File: src/hw/rtl/sao_pkg.sv
// Shared types, constants and helpers for the straight-alpha over blender.
// No dependencies; every other file of the block imports this package.
package sao_pkg;

    localparam int CELL_COUNT = 8;
    localparam int CH_COUNT   = 3;

    localparam logic [7:0]  FULL_SCALE  = 8'd255;
    localparam logic [23:0] ROUND_HALF  = 24'd127;
    localparam logic [23:0] GLYPH_RESET = 24'hffffff;

    // One request in flight through the divider chain.
    typedef struct packed {
        logic                           zero;
        logic [31:0]                    dst;
        logic [7:0]                     oa;
        logic [CH_COUNT-1:0]            sat;
        logic [CH_COUNT-1:0][7:0]       rem;
        logic [CH_COUNT-1:0][7:0]       nlow;
        logic [CH_COUNT-1:0][7:0]       quo;
    } sao_div_t;

    // floor(x / 255) for x up to 255*255*255 + 127, the largest operand used: shift-add estimate, one correction step
    function automatic logic [15:0] div255_f(input logic [23:0] x);
        logic [24:0] sum;
        logic [16:0] q0;
        logic [24:0] prod;
        logic [24:0] r;
        sum  = {1'b0, x} + {9'b0, x[23:8]};
        q0   = sum[24:8];
        prod = {q0, 8'b0} - {8'b0, q0};
        r    = {1'b0, x} - prod;
        if (r >= 25'd255)
        begin
            q0 = q0 + 17'd1;
        end
        return q0[15:0];
    endfunction

endpackage

File: src/hw/rtl/sao_prep.sv
// Front end: alpha select, products, divide-by-255 terms, divider load.
// Depends on sao_pkg.
module sao_prep (
    input  logic              clk,
    input  logic              rst_n,
    input  logic              start,
    input  logic [23:0]       glyph_color,
    input  logic [31:0]       dest_pixel,
    input  logic [31:0]       source_pixel,
    input  logic              glyph_mode,
    output logic              head_valid,
    output sao_pkg::sao_div_t head_data
);
    import sao_pkg::*;

    // stage 1
    logic [7:0]                src_a;
    logic [23:0]               src_rgb;
    logic                      s1_valid_reg;
    logic                      s1_zero_reg;
    logic [7:0]                s1_a_reg;
    logic [7:0]                s1_na_reg;
    logic [31:0]               s1_dst_reg;
    logic [23:0]               s1_rgb_reg;
    logic [15:0]               s1_t_reg;
    logic [CH_COUNT-1:0][15:0] s1_dd_reg;
    logic [CH_COUNT-1:0][15:0] s1_dd_next;

    // stage 2
    logic [15:0]               oa_div;
    logic [7:0]                s2_oa_next;
    logic [CH_COUNT-1:0][23:0] s2_p_next;
    logic [CH_COUNT-1:0][15:0] s2_sa_next;
    logic                      s2_valid_reg;
    logic                      s2_zero_reg;
    logic [31:0]               s2_dst_reg;
    logic [7:0]                s2_oa_reg;
    logic [CH_COUNT-1:0][23:0] s2_p_reg;
    logic [CH_COUNT-1:0][15:0] s2_sa_reg;

    // stage 3 (divider load)
    logic [CH_COUNT-1:0][15:0] pdiv;
    logic [CH_COUNT-1:0][16:0] num;
    sao_div_t                  head_next;
    logic                      head_valid_reg;
    sao_div_t                  head_reg;

    always_comb
    begin
        logic [7:0] mx;
        mx = source_pixel[23:16];
        if (source_pixel[15:8] > mx)
        begin
            mx = source_pixel[15:8];
        end
        if (source_pixel[7:0] > mx)
        begin
            mx = source_pixel[7:0];
        end
        if (glyph_mode)
        begin
            src_a   = mx;
            src_rgb = glyph_color;
        end
        else
        begin
            src_a   = source_pixel[31:24];
            src_rgb = source_pixel[23:0];
        end
        for (int c = 0; c < CH_COUNT; c++)
        begin
            s1_dd_next[c] = dest_pixel[c*8 +: 8] * dest_pixel[31:24];
        end
    end

    always_ff @(posedge clk or negedge rst_n)
    begin
        if (!rst_n)
        begin
            s1_valid_reg <= 1'b0;
        end
        else
        begin
            s1_valid_reg <= start;
        end
    end

    always_ff @(posedge clk)
    begin
        s1_zero_reg <= (src_a == 8'd0);
        s1_a_reg    <= src_a;
        s1_na_reg   <= FULL_SCALE - src_a;
        s1_dst_reg  <= dest_pixel;
        s1_rgb_reg  <= src_rgb;
        s1_t_reg    <= dest_pixel[31:24] * (FULL_SCALE - src_a);
        s1_dd_reg   <= s1_dd_next;
    end

    always_comb
    begin
        oa_div     = div255_f({8'b0, s1_t_reg} + ROUND_HALF);
        s2_oa_next = s1_a_reg + oa_div[7:0];
        for (int c = 0; c < CH_COUNT; c++)
        begin
            s2_p_next[c]  = s1_dd_reg[c] * s1_na_reg;
            s2_sa_next[c] = s1_rgb_reg[c*8 +: 8] * s1_a_reg;
        end
    end

    always_ff @(posedge clk or negedge rst_n)
    begin
        if (!rst_n)
        begin
            s2_valid_reg <= 1'b0;
        end
        else
        begin
            s2_valid_reg <= s1_valid_reg;
        end
    end

    always_ff @(posedge clk)
    begin
        s2_zero_reg <= s1_zero_reg;
        s2_dst_reg  <= s1_dst_reg;
        s2_oa_reg   <= s2_oa_next;
        s2_p_reg    <= s2_p_next;
        s2_sa_reg   <= s2_sa_next;
    end

    // numerator carries the oa/2 rounding term; sat when quotient would pass 255
    always_comb
    begin
        head_next      = '0;
        head_next.zero = s2_zero_reg;
        head_next.dst  = s2_dst_reg;
        head_next.oa   = s2_oa_reg;
        for (int c = 0; c < CH_COUNT; c++)
        begin
            pdiv[c] = div255_f(s2_p_reg[c] + ROUND_HALF);
            num[c]  = {1'b0, s2_sa_reg[c]} + {1'b0, pdiv[c]} + {10'b0, s2_oa_reg[7:1]};
            head_next.sat[c]  = (num[c][16:8] >= {1'b0, s2_oa_reg});
            head_next.rem[c]  = num[c][15:8];
            head_next.nlow[c] = num[c][7:0];
        end
    end

    always_ff @(posedge clk or negedge rst_n)
    begin
        if (!rst_n)
        begin
            head_valid_reg <= 1'b0;
        end
        else
        begin
            head_valid_reg <= s2_valid_reg;
        end
    end

    always_ff @(posedge clk)
    begin
        head_reg <= head_next;
    end

    assign head_valid = head_valid_reg;
    assign head_data  = head_reg;

endmodule

File: src/hw/rtl/sao_div_cell.sv
// One restoring-division step: one quotient bit for each color channel.
// Depends on sao_pkg.
module sao_div_cell (
    input  logic              clk,
    input  logic              rst_n,
    input  logic              prev_valid,
    input  sao_pkg::sao_div_t prev_data,
    output logic              valid,
    output sao_pkg::sao_div_t data
);
    import sao_pkg::*;

    sao_div_t data_next;
    logic     valid_reg;
    sao_div_t data_reg;

    always_comb
    begin
        logic [8:0] trial;
        logic       ge;
        data_next = prev_data;
        for (int c = 0; c < CH_COUNT; c++)
        begin
            trial = {prev_data.rem[c], prev_data.nlow[c][7]};
            ge    = (trial >= {1'b0, prev_data.oa});
            if (ge)
            begin
                trial = trial - {1'b0, prev_data.oa};
            end
            data_next.rem[c]  = trial[7:0];
            data_next.nlow[c] = {prev_data.nlow[c][6:0], 1'b0};
            data_next.quo[c]  = {prev_data.quo[c][6:0], ge};
        end
    end

    always_ff @(posedge clk or negedge rst_n)
    begin
        if (!rst_n)
        begin
            valid_reg <= 1'b0;
        end
        else
        begin
            valid_reg <= prev_valid;
        end
    end

    always_ff @(posedge clk)
    begin
        data_reg <= data_next;
    end

    assign valid = valid_reg;
    assign data  = data_reg;

endmodule

File: src/hw/rtl/straight_alpha_over_blend_top.sv
// Top level of the straight-alpha over blender: front end, divider cell row, result register.
// Depends on sao_pkg, sao_prep and sao_div_cell.
//
// Usage:
//   Request channel: drive dest_pixel, source_pixel and glyph_mode with start high.
//   busy is always low, so a request is taken at every edge where start is high;
//   one pixel per clock sustained.
//   Result channel: done pulses for one cycle with blended_pixel and written. The
//   request passes three front-end stages (alpha select and 8x8 products, 16x8
//   products and oa, divide-by-255 terms), eight divider cells (one quotient bit
//   each, all three channels side by side), then the result register. There is no
//   back-pressure: the receiver takes every result in the cycle it is shown.
//   Config: glyph_color_we writes glyph_color_wdata into the glyph color register;
//   write only while no request is in flight.
//   Reset: clears all valid bits (nothing in flight, done low) and sets the
//   glyph color to white.
//   Zero source alpha passes dest_pixel through with written low.
module straight_alpha_over_blend_top (
    input  logic        clk,
    input  logic        rst_n,
    input  logic        start,
    output logic        busy,
    input  logic [31:0] dest_pixel,
    input  logic [31:0] source_pixel,
    input  logic        glyph_mode,
    input  logic        glyph_color_we,
    input  logic [23:0] glyph_color_wdata,
    output logic        done,
    output logic [31:0] blended_pixel,
    output logic        written
);
    import sao_pkg::*;

    // glyph color register
    logic [23:0] glyph_color_reg;

    always_ff @(posedge clk or negedge rst_n)
    begin
        if (!rst_n)
        begin
            glyph_color_reg <= GLYPH_RESET;
        end
        else if (glyph_color_we)
        begin
            glyph_color_reg <= glyph_color_wdata;
        end
    end

    // fully pipelined, never stalls
    assign busy = 1'b0;

    // front end feeds the head of the divider row
    logic                 cell_valid [CELL_COUNT+1];
    sao_div_t             cell_data  [CELL_COUNT+1];

    sao_prep u_prep (
        .clk          (clk),
        .rst_n        (rst_n),
        .start        (start),
        .glyph_color  (glyph_color_reg),
        .dest_pixel   (dest_pixel),
        .source_pixel (source_pixel),
        .glyph_mode   (glyph_mode),
        .head_valid   (cell_valid[0]),
        .head_data    (cell_data[0])
    );

    // row of division cells, MSB of the quotient first
    for (genvar i = 0; i < CELL_COUNT; i++)
    begin : g_cell
        sao_div_cell u_cell (
            .clk        (clk),
            .rst_n      (rst_n),
            .prev_valid (cell_valid[i]),
            .prev_data  (cell_data[i]),
            .valid      (cell_valid[i+1]),
            .data       (cell_data[i+1])
        );
    end

    // result assembly: saturate each channel, alpha-zero passes destination
    sao_div_t    tail;
    logic [31:0] pixel_next;
    logic        done_reg;
    logic [31:0] blended_pixel_reg;
    logic        written_reg;

    assign tail = cell_data[CELL_COUNT];

    always_comb
    begin
        pixel_next = {tail.oa, 24'b0};
        for (int c = 0; c < CH_COUNT; c++)
        begin
            pixel_next[c*8 +: 8] = tail.sat[c] ? FULL_SCALE : tail.quo[c];
        end
        if (tail.zero)
        begin
            pixel_next = tail.dst;
        end
    end

    always_ff @(posedge clk or negedge rst_n)
    begin
        if (!rst_n)
        begin
            done_reg <= 1'b0;
        end
        else
        begin
            done_reg <= cell_valid[CELL_COUNT];
        end
    end

    always_ff @(posedge clk)
    begin
        blended_pixel_reg <= pixel_next;
        written_reg       <= !tail.zero;
    end

    assign done          = done_reg;
    assign blended_pixel = blended_pixel_reg;
    assign written       = written_reg;

    // a request leaving the cell row shows up as a result on the next edge
    assert property (@(posedge clk) disable iff (!rst_n)
        cell_valid[CELL_COUNT] |=> done)
        else $error("result strobe missing after divider row");

    // output alpha is at least the nonzero source alpha
    assert property (@(posedge clk) disable iff (!rst_n)
        (done && written) |-> (blended_pixel[31:24] != 8'd0))
        else $error("written pixel with zero output alpha");

    // restoring division leaves a remainder below the divisor on unsaturated channels
    assert property (@(posedge clk) disable iff (!rst_n)
        (cell_valid[CELL_COUNT] && !tail.zero) |->
            ((tail.sat[0] || (tail.rem[0] < tail.oa)) &&
             (tail.sat[1] || (tail.rem[1] < tail.oa)) &&
             (tail.sat[2] || (tail.rem[2] < tail.oa))))
        else $error("divider remainder out of range");

endmodule

File: config.mk
export PLATFORM = sky130hd
export DESIGN_NAME = straight_alpha_over_blend_top
export DESIGN_NICKNAME = d
export VERILOG_FILES = /design/src/hw/rtl/sao_pkg.sv /design/src/hw/rtl/sao_prep.sv /design/src/hw/rtl/sao_div_cell.sv /design/src/hw/rtl/straight_alpha_over_blend_top.sv
export SDC_FILE = /design/constraint.sdc
export NUM_CORES = 2
export LEC_CHECK = 0
export ABC_AREA = 1
export BUFFER_PORTS_ARGS = -buffer_cell sky130_fd_sc_hd__buf_4
export CAP_MARGIN = 10
export CORE_AREA = 5 5 401 403
export CTS_BUF_LIST = sky130_fd_sc_hd__clkbuf_8
export DETAILED_ROUTE_END_ITERATION = 10
export DIE_AREA = 0 0 406 408
export PLACE_DENSITY = 0.71
export SETUP_SLACK_MARGIN = 0.1
export SLEW_MARGIN = 20
export SYNTH_ARGS = -nofsm -noshare
export SYNTH_HDL_FRONTEND = slang
export SYNTH_SLANG_ARGS = --single-unit
File: constraint.sdc
create_clock -name clk -period 23.4 [get_ports clk]
set_input_delay 3.51 -clock clk [delete_from_list [all_inputs] [get_ports clk]]
set_output_delay 3.51 -clock clk [all_outputs]
set_load 0.01 [all_outputs]
* Word-level counts from Yosys, hierarchy flattened
Cells that the tools add are included.
** Storage, ports and cells
- Output and inout bits :: 35
- Memory bits (writable) :: 0
- Latch bits :: 0
- Bits in registers :: 1171
- Memories kept :: 0
- Memory bits (read-only) :: 0
- Input port bits :: 93
- Word-level logic and storage cells :: 269
** Cells by class
- Order comparisons :: 33
- Mux-type cells :: 33
- Shift operators :: 0
- Reductions and logical operators :: 2
- Bitwise logic cells :: 0
- Equality and inequality tests :: 0
- $add $sub $neg :: 50
- Multiply operators :: 10
- Divide/modulo/power cells :: 0
** Operators by type and width (number)
- greater-or-equal comparator 9 x 8 -> 1 bit :: 27
- two-way mux 8 bit :: 28
- subtractor 8 bit :: 21
- greater-or-equal comparator 25 x 8 -> 1 bit, second input constant :: 4
- subtractor 24 x 25 -> 25 bit :: 4
- subtractor 25 x 17 -> 25 bit :: 4
- multiplier 8 x 8 -> 16 bit :: 6
- adder 24 x 16 -> 25 bit :: 3
- adder 24 x 7 -> 24 bit, second input constant :: 3
- multiplier 16 x 8 -> 24 bit :: 3
- adder 16 x 16 -> 17 bit :: 3
- adder 17 x 7 -> 17 bit :: 3
- adder 16 x 1 -> 16 bit, second input constant :: 3
- two-way mux 16 bit :: 3
- two-way mux 32 bit :: 1
- two-way mux 24 bit :: 1
- adder 17 x 9 -> 18 bit :: 1
- adder 16 x 7 -> 17 bit, second input constant :: 1
- greater-than comparator 8 bit :: 2
- multiplier 8 x 16 -> 16 bit :: 1
- subtractor 8 x 8 -> 9 bit, first input constant :: 1
- adder 8 x 1 -> 8 bit, second input constant :: 1
- adder 8 bit :: 1
- zero test 8 bit :: 1
- 2 further kinds :: 2

* Logic depth before layout (Yosys ltp)
- Depth in word-level cells :: 9
- Mapped depth :: 69

* Hierarchy
A second synthesis with hierarchy kept.
** Second synthesis, totals
- Cells, all modules :: 11153
- Area total of the unflattened synthesis :: 89256.9 sq um
** By module, submodules not included
- sao_prep :: cells an instance 7448, area each 53989.3 sq um, seq. area each 7882.6 sq um, instances 1
- sao_div_cell (g_cell[2].u_cell ...) :: cells an instance 433, area each 4135.2 sq um, seq. area each 2287.2 sq um, instances 6
- sao_div_cell (g_cell[0].u_cell ...) :: cells an instance 433, area each 4150.2 sq um, seq. area each 2287.2 sq um, instances 2
- straight_alpha_over_blend_top :: cells an instance 241, area each 2155.8 sq um, seq. area each 1316.3 sq um, instances 1

* Worst setup path after synthesis
OpenSTA, ideal clock, no wires.
- Path kind :: input to register
- From :: in source_pixel[23]
- To :: reg u_prep.s1_t_reg[15]
- Required time :: 23328 ps
- Slack :: 13550 ps
- Path buffers :: 2
- Arrival time :: 9778 ps
- Cell stages on the path :: 38
- Cell sequence :: inv_1 > ha_1 > nand2_1 > nor2_1 > nand3_1 > o21ai_1 > clkbuf_1 > nand2_1 > o21ai_0 > ha_1 > a21oi_1 > o21ai_0 > nand2_1 > o211ai_1 > nand2_1 > clkbuf_1 > o211ai_1 > nand2_1 > [... 2 more ...] > fa_1 > inv_1 > fa_1 > fa_1 > inv_1 > ha_1 > nand2_1 > nor2_1 > a211oi_1 > o21ai_0 > nand3_1 > nand2_1 > nand3_1 > nand2_1 > a21oi_1 > nor2_1 > nor2_1 > xor2_1
** Between the ends
- Longest elaborated chain between the ends :: 7
** Ends and longest elaborated chain
- from (decl) :: RTL line straight_alpha_over_blend_top.sv:24 : input logic [31:0] source_pixel,
- greater-than comparator 8 bit :: RTL line sao_prep.sv:52 : if (source_pixel[15:8] > mx)
- two-way mux 8 bit * :: RTL line sao_prep.sv:52
- greater-than comparator 8 bit :: RTL line sao_prep.sv:56 : if (source_pixel[7:0] > mx)
- two-way mux 8 bit * :: RTL line sao_prep.sv:56
- two-way mux 8 bit * :: RTL line sao_prep.sv:60 : if (glyph_mode)
- via u_prep.src_a[1] :: RTL line sao_prep.sv:17 : logic [7:0] src_a;
- subtractor 8 x 8 -> 9 bit * :: RTL line sao_prep.sv:95 : s1_t_reg <= dest_pixel[31:24] * (FULL_SCALE - src_a);
- multiplier 8 x 16 -> 16 bit * :: RTL line sao_prep.sv:95
- to (signal assigned) :: RTL line sao_prep.sv:95
- to (decl) :: RTL line sao_prep.sv:25 : logic [15:0] s1_t_reg;
Mark *: on every way through the listed nets, which the timed path passes. The rest lies on a longest branch.
A chain may end at the register's enable or synchronous reset.

==> run_results.csv <==
group,metric,value,unit
outcome,status,"completed",
drt,post_drt_wl_per_cell,15.8,um
sta,rsz0062_at_grt,"no",
min_path,min_to,"g_cell[6].u_cell.data[115]",
setup_path,reg2reg_to,"u_prep.head_data[74]",
sta,slew_headroom,0.402,
logic_synthesis,yosys_register_bits,1171,
logic_synthesis,synth_edf_count,0,
setup_path,worst-path-stages,60,
grt,groute.layer.met3.usage,0.0314,
logic_synthesis,ys_async_sr_fraction,0.0307,
drt,drt-total-wl,189000,um
cells_and_area,layout-drive-gt1-share,0.0623,
sta,min_period,10780,ps
floorplan,ioPinCount,128,
cells_and_area,nets,11200,
setup_path,arrival,11550,ps
sta,setup-tns-final,0,ps
grt,grt_first_pass_wirelength,309000,um
grt,gr-usage-met1,0.290,
setup_path,reg2reg_depth,60,
logic_synthesis,synthTopCellsByArea,"dfxtp_1 29%, fa_1 15%, ha_1 14%, nand2_1 10%, inv_1 9.2%",
setup_path,startpoint_type,"flop",
floorplan,coreArea,0.157,mm^2
clock_tree,tritoncts,"yes",
drt,viasPerCell,5.02,
job,max-cap-violations,0,
place,dp_hpwl,152000,um
clock_tree,clockRootBuffer,"clkbuf_8",
sta,worst_slew_pin_slew,891,ps
clock_tree,clk_latency,940,ps
cells_and_area,fillers,14400,
clock_tree,clkSinkCount,1171,
logic_synthesis,syn_inst,9595,
drt,num_vias,60000,
logic_synthesis,yosys_warnings,0,
setup_path,critPathMaxFanout,8,
sta,slew_viol_final,0,
clock_tree,htree_levels,4,
drt,drt_pass1_iterations,7,
floorplan,dieArea,0.166,mm^2
clock_tree,hold_buffers,0,
setup_path,reg2reg_from,"u_prep.s2_p_reg[48]",
floorplan,die_x,406,um
floorplan,die_h,408,um
cells_and_area,fin_util,0.541,
logic_synthesis,syn_nets,11100,
sta,skew,60.8,ps
logic_synthesis,synth_cell_types,65,
logic_synthesis,synth_top_area_frac,0.292,
drt,drt_iter0_drc,3809,
grt,gr-usage-met2,0.402,
drt,postRouteAntennaNets,0,
logic_synthesis,ys.flop_type,"dfxtp_1",
setup_path,critical_path_buf_inv_count,9,
place,pre_cts_ws,12530,ps
grt,grt_busiest_layer,"met2",
cells_and_area,synthToLayoutAreaGrowth,9.32,%
drt,drc,0,
clock_tree,postCtsSetupBuffers,0,
sta,finalCritPeriodShare,0.461,
grt,grt_pass1_vias,61500,
logic_synthesis,synth_top_area_cell,"dfxtp_1",
place,routabilityCongestion,0.950,
logic_synthesis,ys_seq_area_frac,0.304,
sta,setup_violations,0,
logic_synthesis,synthTopCellsByCount,"2064 x nand2_1, 1910 x inv_1, 1135 x dfxtp_1",
sta,hold_violations,0,
logic_synthesis,synth.cell_area,0.0778,mm^2
place,portBuffers,126,
clock_tree,cts_made_buffers,185,
cells_and_area,largest_reg_flops,712,
grt,grt-ovfl-total,0,
sta,fmax,92.8,MHz
clock_tree,cts_resized,0,
min_path,hold_class,"flop to flop",
setup_path,path_delay_family,"adder cells",
setup_path,required,24170,ps
sta,fin_ws,12620,ps
floorplan,initial_core_util,0.495,
setup_path,max_stage_delay,550,ps
setup_path,criticalPathCategory,"flop to flop",
clock_tree,path_clk_slew,60,ps
clock_tree,clockBufferDepth,3,
setup_path,cp-end-kind,"flop",
grt,grt_use_total,0.229,
floorplan,rows,146,
grt,grt_max_degree,49,
setup_path,rrSetupSlack,12620,ps
setup_path,critPathMostFrequentCell,"nand2_1",
grt,antenna_found_initial,6,
logic_synthesis,synth.most_common_cell,"nand2_1",
logic_synthesis,avgSynthCellArea,8.11,um^2
min_path,hp-start,"g_cell[5].u_cell.data[115]",
setup_path,slowest_stage,"fa_1",
min_path,holdPathStages,0,
[cell type report]
type / count / area [um^2] / area share
timing repair buffer: 152 / 1140 / 0.0134
clock buffer: 228 / 3140 / 0.0369
multi-input combinational: 6280 / 46100 / 0.542
clock inverter: 119 / 1260 / 0.0148
sequential: 1171 / 23700 / 0.278
inverter: 1920 / 7210 / 0.0848
tap: 2072 / 2590 / 0.0305
antenna: 3 / 7.51 / 0.0000883
[worst register-to-register path: cells and delay by family (launching register included)]
kind | cells | cell delay [ps]
buffers and inverters | 9 | 830
xor gates and xnor gates | 2 | 440
AOI/OAI and AO/OA | 17 | 3120
and+or+nand+nor | 23 | 2730
DFF | 1 | 320
adders and majority gates | 9 | 3170
[per-stage QoR]
step	area, um^2	hold WS (ps)	instances
floorplan	77800	310	9595
global placement	80600	310	11600
detailed placement	80600	312	11600
CTS	85000	283	11900
global route	85100	292	11900
finish	85100	291	11900
[worst max path at each step]
stage	startpoint	endpoint	slack, ps
floorplan	source_pixel[23]	u_prep.s1_t_reg[15]	13550
detailed placement	source_pixel[23]	u_prep.s1_t_reg[15]	12530
global route	u_prep.s2_p_reg[48]	u_prep.head_data[74]	11700
global placement	source_pixel[23]	u_prep.s1_t_reg[15]	12410
finish	u_prep.s2_p_reg[48]	u_prep.head_data[74]	12620
CTS	u_prep.s2_p_reg[48]	u_prep.head_data[74]	12690
[layer usage]
layer	up-vias	wire, um
met5	-	0
met4	0	5720
met3	348	8890
met2	1472	92100
met1	28300	81800
li1	29900	-
[kinds of logic after synthesis]
logic type               share of synthesized area
other                                    0.0000965
AO/OA/AOI/OAI                               0.0705
AND/OR/NAND/NOR                              0.182
adder cells (fa/ha/maj)                      0.288
flip-flops                                   0.304
buffers and inverters                        0.105
multiplexers                               0.00130
XOR/XNOR                                    0.0499
[cells in the final DEF, fill, tap and decap left out, types with 13 or more instances in the layout]
cell       instances
a211oi_1          25
a21boi_0          17
a21o_1            23
a21oi_1          527
and2_1            13
buf_4            150
bufinv_16         19
clkbuf_8         228
clkinv_2          21
dfstp_2           24
dfxtp_1         1135
fa_1             574
ha_1             872
inv_1           1958
nand2_1         2064
nand2_2           52
nand3_1          308
nand3b_1          27
nand4_1          109
nor2_1           672
nor2_2            19
nor3_1            46
nor4_1            17
o211ai_1          27
o21a_1            20
o21ai_0          264
o21bai_1          46
xnor2_1          119
xor2_1           324
Power is left out: the tool's default activity adds up to more than one toggle a clock period on the data nets, which glitch-free logic cannot reach.
